==> config.mk <==
export PLATFORM = sky130hd
export DESIGN_NAME = fixed_block_pool_allocator
export DESIGN_NICKNAME = d
export VERILOG_FILES = /design/src/rtl/core/fbpa_pkg.sv /design/src/rtl/core/fbpa_ram.sv /design/src/rtl/core/fbpa_cfg.sv /design/src/rtl/core/fixed_block_pool_allocator.sv
export SDC_FILE = /design/constraint.sdc
export NUM_CORES = 2
export LEC_CHECK = 0
export ABC_AREA = 0
export BUFFER_PORTS_ARGS = -buffer_cell sky130_fd_sc_hd__buf_2
export CELL_PAD_IN_SITES_DETAIL_PLACEMENT = 1
export CELL_PAD_IN_SITES_GLOBAL_PLACEMENT = 1
export CORE_ASPECT_RATIO = 0.8
export CORE_UTILIZATION = 56
export CTS_CLUSTER_SIZE = 8
export DETAILED_ROUTE_END_ITERATION = 10
export PLACE_DENSITY_LB_ADDON = 0.05
export SETUP_SLACK_MARGIN = 0.2
export SLEW_MARGIN = 20
export SYNTH_ARGS = -nofsm -noshare
export SYNTH_HDL_FRONTEND = slang
export SYNTH_SLANG_ARGS = --single-unit
==> constraint.sdc <==
create_clock -name clk -period 11.25 [get_ports clk]
set_input_delay 2.8125 -clock clk [delete_from_list [all_inputs] [get_ports clk]]
set_output_delay 2.8125 -clock clk [all_outputs]
set_load 0.01 [all_outputs]
==> src/rtl/core/fbpa_pkg.sv <==
package fbpa_pkg;

  // Defaults and fixed constants
  localparam int MAX_BLOCKS_DEF = 256;
  localparam int ALIGN_UNIT     = 8;

  localparam logic [15:0] BLOCK_BYTES_RST = 16'd64;
  localparam logic [8:0]  BLOCK_COUNT_RST = 9'd256;

  // Configuration register indexes
  localparam int CFG_IDX_W  = 1;
  localparam int CFG_DATA_W = 16;
  localparam logic [CFG_IDX_W-1:0] REG_BLOCK_BYTES = 1'd0;
  localparam logic [CFG_IDX_W-1:0] REG_BLOCK_COUNT = 1'd1;

  // Opcodes (code 3 is unused)
  localparam logic [1:0] OP_ALLOC  = 2'd0;
  localparam logic [1:0] OP_FREE   = 2'd1;
  localparam logic [1:0] OP_REINIT = 2'd2;

  // Result status codes
  localparam logic [1:0] STAT_OK        = 2'd0;
  localparam logic [1:0] STAT_INVALID   = 2'd1;
  localparam logic [1:0] STAT_DOUBLE    = 2'd2;
  localparam logic [1:0] STAT_EXHAUSTED = 2'd3;

  typedef enum logic [1:0] {
    S_CLEAR,
    S_IDLE,
    S_EXEC
  } fbpa_state_t;

  typedef struct packed {
    logic [1:0]  opcode;
    logic [15:0] request_bytes;
    logic [7:0]  release_index;
  } in_item_t;

  typedef struct packed {
    logic [1:0] status;
    logic [7:0] granted_index;
    logic [8:0] used_count;
    logic       pool_full;
    logic       pool_empty;
  } out_item_t;

endpackage

==> src/rtl/core/fbpa_ram.sv <==
module fbpa_ram #(
  parameter int WIDTH = 8,
  parameter int DEPTH = 256
) (
  input  logic                     clk,
  input  logic                     we,
  input  logic [$clog2(DEPTH)-1:0] waddr,
  input  logic [WIDTH-1:0]         wdata,
  input  logic                     re,
  input  logic [$clog2(DEPTH)-1:0] raddr,
  output logic [WIDTH-1:0]         rdata
);

  logic [WIDTH-1:0] mem [DEPTH];

  // One write port, one registered read port
  always_ff @(posedge clk) begin
    if (we) begin
      mem[waddr] <= wdata;
    end
    if (re) begin
      rdata <= mem[raddr];
    end
  end

endmodule

==> src/rtl/core/fbpa_cfg.sv <==
module fbpa_cfg #(
  parameter int MAX_BLOCKS = fbpa_pkg::MAX_BLOCKS_DEF
) (
  input  logic                                clk,
  input  logic                                rst_n,
  input  logic                                cfg_we,
  input  logic [fbpa_pkg::CFG_IDX_W-1:0]      cfg_index,
  input  logic [fbpa_pkg::CFG_DATA_W-1:0]     cfg_wdata,
  output logic [16:0]                         aligned_bytes,
  output logic [$clog2(MAX_BLOCKS+1)-1:0]     eff_count,
  output logic                                count_wr
);

  import fbpa_pkg::*;

  localparam int DEPTH_W = $clog2(MAX_BLOCKS + 1);

  logic [15:0] block_bytes_r;
  logic [8:0]  block_count_r;
  logic [15:0] count_wide;
  logic [15:0] eff_wide;

  assign count_wr = cfg_we && (cfg_index == REG_BLOCK_COUNT);

  // Register writes
  always_ff @(posedge clk) begin
    if (!rst_n) begin
      block_bytes_r <= BLOCK_BYTES_RST;
      block_count_r <= BLOCK_COUNT_RST;
    end else if (cfg_we) begin
      case (cfg_index)
        REG_BLOCK_BYTES: block_bytes_r <= cfg_wdata;
        REG_BLOCK_COUNT: block_count_r <= cfg_wdata[8:0];
        default: ;
      endcase
    end
  end

  // Block size rounded up to the alignment unit
  assign aligned_bytes = ({1'b0, block_bytes_r} + 17'(ALIGN_UNIT - 1))
                         & ~17'(ALIGN_UNIT - 1);

  // Count clamped to 1..MAX_BLOCKS
  always_comb begin
    count_wide = 16'(block_count_r);
    if (count_wide == 16'd0) begin
      eff_wide = 16'd1;
    end else if (count_wide > 16'(MAX_BLOCKS)) begin
      eff_wide = 16'(MAX_BLOCKS);
    end else begin
      eff_wide = count_wide;
    end
  end

  assign eff_count = eff_wide[DEPTH_W-1:0];

endmodule

==> src/rtl/core/fixed_block_pool_allocator.sv <==
// Fixed-size block pool allocator.
// Input channel (in_valid/in_ready/in_data): one request per transfer, opcode
// allocate, free or reinitialize. Result channel (out_valid/out_ready/out_data):
// exactly one result per request, in request order: status, granted block,
// usage count and full/empty flags.
// Config port (cfg_we/cfg_index/cfg_wdata): block size and block count, written
// while no request is in flight. Writing the block count rebuilds the pool.
// Timing: a request is taken in S_IDLE, where the free stack and the allocation
// mark are read; the read data arrive in S_EXEC, and the result lands in the
// output register once that register is empty or being drained. No new
// request is taken until the last one has left S_EXEC, a pace set by the
// registered read of the mark and free-stack memories ahead of their write-back.
// The allocation marks sit in a memory that is cleared one entry per cycle:
// after reset, after a reinitialize request and after a block count write,
// in_ready stays low until every entry is cleared. The free stack needs no
// clearing; a low-water mark tells which slots still hold their initial index.
// When the receiver stalls, the finished result waits in the output register;
// one more request may be taken and waits for that register to empty.
module fixed_block_pool_allocator #(
  parameter int MAX_BLOCKS = fbpa_pkg::MAX_BLOCKS_DEF
) (
  input  logic                            clk,
  input  logic                            rst_n,
  input  logic                            in_valid,
  output logic                            in_ready,
  input  fbpa_pkg::in_item_t              in_data,
  output logic                            out_valid,
  input  logic                            out_ready,
  output fbpa_pkg::out_item_t             out_data,
  input  logic                            cfg_we,
  input  logic [fbpa_pkg::CFG_IDX_W-1:0]  cfg_index,
  input  logic [fbpa_pkg::CFG_DATA_W-1:0] cfg_wdata
);

  import fbpa_pkg::*;

  localparam int IDX_W   = $clog2(MAX_BLOCKS);
  localparam int DEPTH_W = $clog2(MAX_BLOCKS + 1);

  // Configuration
  logic [16:0]        aligned_bytes;
  logic [DEPTH_W-1:0] eff_count;
  logic               count_wr;

  fbpa_cfg #(
    .MAX_BLOCKS(MAX_BLOCKS)
  ) u_cfg (
    .clk          (clk),
    .rst_n        (rst_n),
    .cfg_we       (cfg_we),
    .cfg_index    (cfg_index),
    .cfg_wdata    (cfg_wdata),
    .aligned_bytes(aligned_bytes),
    .eff_count    (eff_count),
    .count_wr     (count_wr)
  );

  // Control and bookkeeping registers
  fbpa_state_t        state_r, state_nxt;
  in_item_t           item_r;
  logic [DEPTH_W-1:0] depth_r, depth_nxt;
  logic [DEPTH_W-1:0] used_r, used_nxt;
  logic [DEPTH_W-1:0] lw_r, lw_nxt;
  logic [IDX_W-1:0]   clr_cnt_r, clr_cnt_nxt;
  logic [IDX_W-1:0]   pop_pos_r;
  logic               pop_in_mem_r;
  logic               out_valid_r;
  out_item_t          out_data_r, out_data_nxt;

  // Memory ports
  logic               stack_we, stack_re;
  logic [IDX_W-1:0]   stack_waddr, stack_wdata, stack_raddr, stack_rdata;
  logic               mark_we, mark_re;
  logic [IDX_W-1:0]   mark_waddr, mark_raddr;
  logic               mark_wdata, mark_rdata;

  // Datapath helpers
  logic               accept, exec_fire, clr_last;
  logic [DEPTH_W-1:0] top_pos;
  logic [15:0]        in_rel_wide, rel_wide, n_wide, pop_wide, used_wide;
  logic [IDX_W-1:0]   pop_val, rel_idx;
  logic               req_bad, rel_bad;
  logic [1:0]         status;
  logic [7:0]         granted;

  fbpa_ram #(
    .WIDTH(IDX_W),
    .DEPTH(MAX_BLOCKS)
  ) u_stack_ram (
    .clk  (clk),
    .we   (stack_we),
    .waddr(stack_waddr),
    .wdata(stack_wdata),
    .re   (stack_re),
    .raddr(stack_raddr),
    .rdata(stack_rdata)
  );

  fbpa_ram #(
    .WIDTH(1),
    .DEPTH(MAX_BLOCKS)
  ) u_mark_ram (
    .clk  (clk),
    .we   (mark_we),
    .waddr(mark_waddr),
    .wdata(mark_wdata),
    .re   (mark_re),
    .raddr(mark_raddr),
    .rdata(mark_rdata)
  );

  // Handshake
  assign in_ready  = (state_r == S_IDLE);
  assign accept    = in_valid && in_ready;
  assign exec_fire = (state_r == S_EXEC) && (!out_valid_r || out_ready);
  assign clr_last  = (clr_cnt_r == IDX_W'(MAX_BLOCKS - 1));
  assign out_valid = out_valid_r;
  assign out_data  = out_data_r;

  // Read addresses, issued on the transfer
  assign top_pos     = depth_r - DEPTH_W'(1);
  assign in_rel_wide = 16'(in_data.release_index);
  assign stack_re    = accept;
  assign stack_raddr = top_pos[IDX_W-1:0];
  assign mark_re     = accept;
  assign mark_raddr  = in_rel_wide[IDX_W-1:0];

  // Next state
  always_comb begin
    state_nxt = state_r;
    case (state_r)
      S_CLEAR: if (clr_last) state_nxt = S_IDLE;
      S_IDLE:  if (accept) state_nxt = S_EXEC;
      S_EXEC: begin
        if (exec_fire) begin
          state_nxt = (item_r.opcode == OP_REINIT) ? S_CLEAR : S_IDLE;
        end
      end
      default: state_nxt = S_CLEAR;
    endcase
    if (count_wr) begin
      state_nxt = S_CLEAR;
    end
  end

  // Clearing sweep counter
  assign clr_cnt_nxt = (state_r == S_CLEAR && !count_wr) ? clr_cnt_r + IDX_W'(1) : '0;

  // Operation decode and memory updates
  always_comb begin
    rel_wide = 16'(item_r.release_index);
    n_wide   = 16'(eff_count);
    rel_idx  = rel_wide[IDX_W-1:0];
    rel_bad  = (rel_wide >= n_wide);
    req_bad  = (item_r.request_bytes == 16'd0) ||
               ({1'b0, item_r.request_bytes} > aligned_bytes);
    pop_val  = pop_in_mem_r ? stack_rdata : pop_pos_r;
    pop_wide = 16'(pop_val);

    status      = STAT_INVALID;
    granted     = 8'd0;
    depth_nxt   = depth_r;
    used_nxt    = used_r;
    lw_nxt      = lw_r;
    stack_we    = 1'b0;
    stack_waddr = depth_r[IDX_W-1:0];
    stack_wdata = rel_idx;
    mark_we     = 1'b0;
    mark_waddr  = clr_cnt_r;
    mark_wdata  = 1'b0;

    if (state_r == S_CLEAR) begin
      depth_nxt = eff_count;
      used_nxt  = '0;
      lw_nxt    = eff_count;
      mark_we   = 1'b1;
    end else if (exec_fire) begin
      case (item_r.opcode)
        OP_ALLOC: begin
          if (req_bad) begin
            status = STAT_INVALID;
          end else if (depth_r == '0) begin
            status = STAT_EXHAUSTED;
          end else begin
            status     = STAT_OK;
            depth_nxt  = top_pos;
            lw_nxt     = (top_pos < lw_r) ? top_pos : lw_r;
            used_nxt   = used_r + DEPTH_W'(1);
            granted    = pop_wide[7:0];
            mark_we    = 1'b1;
            mark_waddr = pop_val;
            mark_wdata = 1'b1;
          end
        end
        OP_FREE: begin
          if (rel_bad) begin
            status = STAT_INVALID;
          end else if (!mark_rdata) begin
            status = STAT_DOUBLE;
          end else begin
            status     = STAT_OK;
            mark_we    = 1'b1;
            mark_waddr = rel_idx;
            mark_wdata = 1'b0;
            if (used_r != '0) begin
              used_nxt = used_r - DEPTH_W'(1);
            end
            if (depth_r < DEPTH_W'(MAX_BLOCKS)) begin
              stack_we  = 1'b1;
              depth_nxt = depth_r + DEPTH_W'(1);
            end
          end
        end
        OP_REINIT: begin
          status    = STAT_OK;
          depth_nxt = eff_count;
          used_nxt  = '0;
          lw_nxt    = eff_count;
        end
        default: status = STAT_INVALID;
      endcase
    end
  end

  // Result fields
  always_comb begin
    used_wide                  = 16'(used_nxt);
    out_data_nxt.status        = status;
    out_data_nxt.granted_index = granted;
    out_data_nxt.used_count    = used_wide[8:0];
    out_data_nxt.pool_full     = (used_nxt == eff_count);
    out_data_nxt.pool_empty    = (used_nxt == '0);
  end

  // Control registers
  always_ff @(posedge clk) begin
    if (!rst_n) begin
      state_r     <= S_CLEAR;
      clr_cnt_r   <= '0;
      depth_r     <= '0;
      used_r      <= '0;
      lw_r        <= '0;
      out_valid_r <= 1'b0;
    end else begin
      state_r   <= state_nxt;
      clr_cnt_r <= clr_cnt_nxt;
      depth_r   <= depth_nxt;
      used_r    <= used_nxt;
      lw_r      <= lw_nxt;
      if (exec_fire) begin
        out_valid_r <= 1'b1;
      end else if (out_ready) begin
        out_valid_r <= 1'b0;
      end
    end
  end

  // Payload registers
  always_ff @(posedge clk) begin
    if (accept) begin
      item_r       <= in_data;
      pop_pos_r    <= top_pos[IDX_W-1:0];
      pop_in_mem_r <= (top_pos >= lw_r);
    end
    if (exec_fire) begin
      out_data_r <= out_data_nxt;
    end
  end

endmodule
==> metrics.txt <==
run status=complete, no violations; Hold-fix buffers, CTS=0; layout cells sized above 1=26.4%; CP arrival=7700 ps; largest net degree at the start of global routing=189; sw power=3990 uW; Routed WL per cell=35.3 um; final-report setup violation count=0; Die Span Y=375 um; initial core utilization=56.5%; Num CTS Buffers=354; Buf/Inv on CP=2; clock buffer depth=4; syn_nets=4998; sequential share of the synthesized area=74.3%; global route overflow=0; Post-DP HPWL=157000 um; Worst-path clk slew=50 ps; Avg Cell Area, Syn=19.9 um2; power share of the clock group=46.6%; crit-path cells=buf_2, nand2b_1, nand2b_1, inv_1, nand2_1, nor2_1, nand3_2, nor2_1; complex-gate fraction of the synthesized area=1.64%; FILL cells=13927; I/O Pins=71; number of flops mapped to enable cells by yosys=2369; XOR/XNOR Fraction of Synth Area=0.341%; multiplexer share of the synthesized area=17.0%; Worst-Margin Slew=1200 ps; drt total wl=265000 um; post-route setup slack=4060 ps; Fmax achieved=139 MHz; initial antenna violation count=11; worst setup path class=primary input to flop; R2R cell count=11; H-tree Lvls=5; P_int=15700 uW; part of the cycle the worst path needs=63.9%; clk_lat worst skew=930 ps; via density per instance=6.73; Total GRT Usage=30.7%; worst-path fanout max=24; DRC Markers=0; hold_ws=462 ps; Sw Share=20.2%; Area after DPL=101000 um2; CP Launch Type=primary input; Yosys warnings=0; area share of fa/ha/maj cells after synthesis=0.539%; die extent in x=468 um; largest family of logic cells by synthesized area=multiplexers; vias in the first global route=51580; flops & latches, synth=2432; setup_tns=0 ps; Nets=5260; ANT nets after route=0; delay-heaviest family, CP=simple AND/OR/NAND/NOR gates; Sink Count=2432; Worst slew margin=20.0%; Routability Congestion=0.848; ANT cells=0; R2R Path End=u_stack_ram.mem[139][5]$_DFFE_PP_; final hold vios=0; slowest CP cell=nand3_2; Post-CTS Setup Bufs=0; Synth Cell Area=97500 um2; worst hold start=lw_r[2]$_SDFFE_PN0P_; Peak VDD IR=0.000150 V; num rows=136; sink of the worst hold path=lw_r[2]$_SDFFE_PN0P_; Core Footprint=172000 um2; PostCTS Resize Cnt=0; Max Clock Skew=61.0 ps; Post-synth ARST share=0%; worst slack at placement=3150 ps; R2R setup slack=4500 ps; Min-Delay Path Class=flop to flop; First-pass DRT Iterations=5; I/O Buffers=70; fin crit period=7190 ps; sequential cell fraction of total power=49.8%; CTS tree=done; combinational share of power=3.6%; vias post-DR=50605; die area=176000 um2; fin. max-slew vios=0; dpl cells=7090; post-synth cell types=84; post-synthesis cell count=4908; Design Area, Final=110000 um2; Pleak=0.0331 uW; Layout Cells excl Fill=7516; cell depth of the worst hold path=2; Worst EP required=11760 ps; area growth from synthesis to layout=13.0%; Synth Area in Simple Gates=4.84%; total of max-cap violations=0; Root Buffer=clkbuf_16; Pwr per Cell Area=179 nW/um2; FF-to-FF Start=u_cfg.block_count_r[8]$_SDFFE_PN1P_; Initial DRC Count=6566; global-route wire length before repair=381000 um; unrepaired setup endpoints after global routing=false; CP Capture Type=flop; Top FF cell, synth=edfxtp_1; largest stage delay on the critical path=1150 ps
-- power groups by stage --
stage | clock network, uW | registers [uW] | logic, uW
floorplan | 0 | 9990 | 443
global placement | 0 | 10000 | 688
detailed placement | 0 | 10000 | 694
CTS | 9310 | 9830 | 699
global route | 9610 | 9820 | 734
finish | 9190 | 9830 | 702
-- through the flow --
step | util, % | total power [uW]
floorplan | - | 10400
global placement | 58.5 | 10700
detailed placement | 58.5 | 10700
CTS | 63.9 | 19800
global route | 63.9 | 20200
finish | 63.9 | 19700
-- worst reg2reg max path, stage by stage, from the launching register on --
cell and delay (ps):
dfxtp_1 640, nand2b_1 370, ha_1 310, a211oi_1 220, o32ai_1 130, a21oi_2 360
nand2_1 300, nor2_1 590, nand2_1 390, nor2_1 920, nand3_2 1150, nor2_1 1010
-- final cells by class --
cell class              instances  area (um2)  share of cell area [%]
flip-flops and latches       2432       72400                    65.7
multi-input cells            2128       23900                    21.7
clock buffers                 418        9180                    8.34
well taps                    2277        2850                    2.59
repair buffers                216        1600                    1.45
inverters                      38         150                   0.136
clock inverters                 7        83.8                  0.0761
-- synthesized netlist by cell type (all sizes together) (4+ instances only) --
library cell | count | area (um2)
a2111oi | 4 | 41.3
a211oi | 4 | 35.0
a21boi | 27 | 214
a21o | 4 | 30.0
a21oi | 37 | 211
a22oi | 8 | 70.1
a311oi | 24 | 210
a31oi | 13 | 81.3
and2 | 14 | 90.1
and3 | 26 | 164
buf | 98 | 434
clkbuf | 212 | 796
dfxtp | 63 | 1260
edfxtp | 2369 | 71100
ha | 42 | 526
inv | 37 | 139
mux2 | 5 | 56.3
mux2i | 14 | 140
mux4 | 725 | 16300
nand2 | 282 | 1070
nand2b | 20 | 125
nand3 | 94 | 500
nand4 | 7 | 43.8
nor2 | 512 | 1920
nor2b | 21 | 131
nor3 | 76 | 385
nor4 | 8 | 50.1
o2111ai | 4 | 35.0
o211a | 7 | 70.1
o211ai | 5 | 37.5
o21a | 4 | 37.5
o21ai | 34 | 174
o22ai | 13 | 81.3
or3 | 10 | 67.6
or4 | 6 | 52.6
xnor2 | 19 | 166
xor2 | 19 | 166
-- routing by layer --
metal,vias up,global-route usage (%),routed length [um]
met3,387,6.65,25100
met2,2709,45.5,121000
li1,20379,-,-
met5,-,0,41
met4,6,7.74,6020
met1,27124,47.0,113000
-- worst max-delay path by stage --
stage / from / to / slack (ps) / depth (start not counted)
2_1_floorplan: out_ready / u_mark_ram.mem[0]$_DFFE_PP_ / 770 / 4
3_3_place_gp: out_ready / u_stack_ram.mem[201][6]$_DFFE_PP_ / 3460 / 8
3_5_place_dp: out_ready / u_stack_ram.mem[249][6]$_DFFE_PP_ / 3150 / 8
4_1_cts: out_ready / u_stack_ram.mem[249][0]$_DFFE_PP_ / 4120 / 8
5_1_grt: out_ready / u_stack_ram.mem[139][1]$_DFFE_PP_ / 3810 / 8
6_report: out_ready / u_stack_ram.mem[139][5]$_DFFE_PP_ / 4060 / 8
-- registers in the layout (all words and copies together) (netlist names) --
name	count
u_stack_ram.mem	2048
u_mark_ram.mem	256
out_data	21
item_r	18
u_cfg.block_bytes_r	16
depth_r	9
lw_r	9
u_cfg.block_count_r	9
used_r	9
clr_cnt_r	8
pop_pos_r	8
rel_idx	8
u_stack_ram.rdata	8
state_r	2
out_valid	1
pop_in_mem_r	1
u_mark_ram.rdata	1
-- placed cells by master, fill, tap and decap left out, types with 35 or more instances in the layout --
master / instances
nor3_1: 75
clkbuf_16: 358
inv_1: 35
clkbuf_1: 60
nand3_1: 78
nand2_1: 274
ha_1: 41
nor2_1: 509
edfxtp_1: 2369
mux4_2: 725
buf_2: 69
dfxtp_1: 62
buf_4: 134
-- cells by family after synthesis --
logic type,count (synthesis)
AOI/OAI and AO/OA,214
xor gates and xnor gates,38
adders and majority gates,42
buffers and inverters,348
DFF,2432
muxes,744
and+or+nand+nor,1090
No activity file was read; power rests on OpenSTA's default activity.
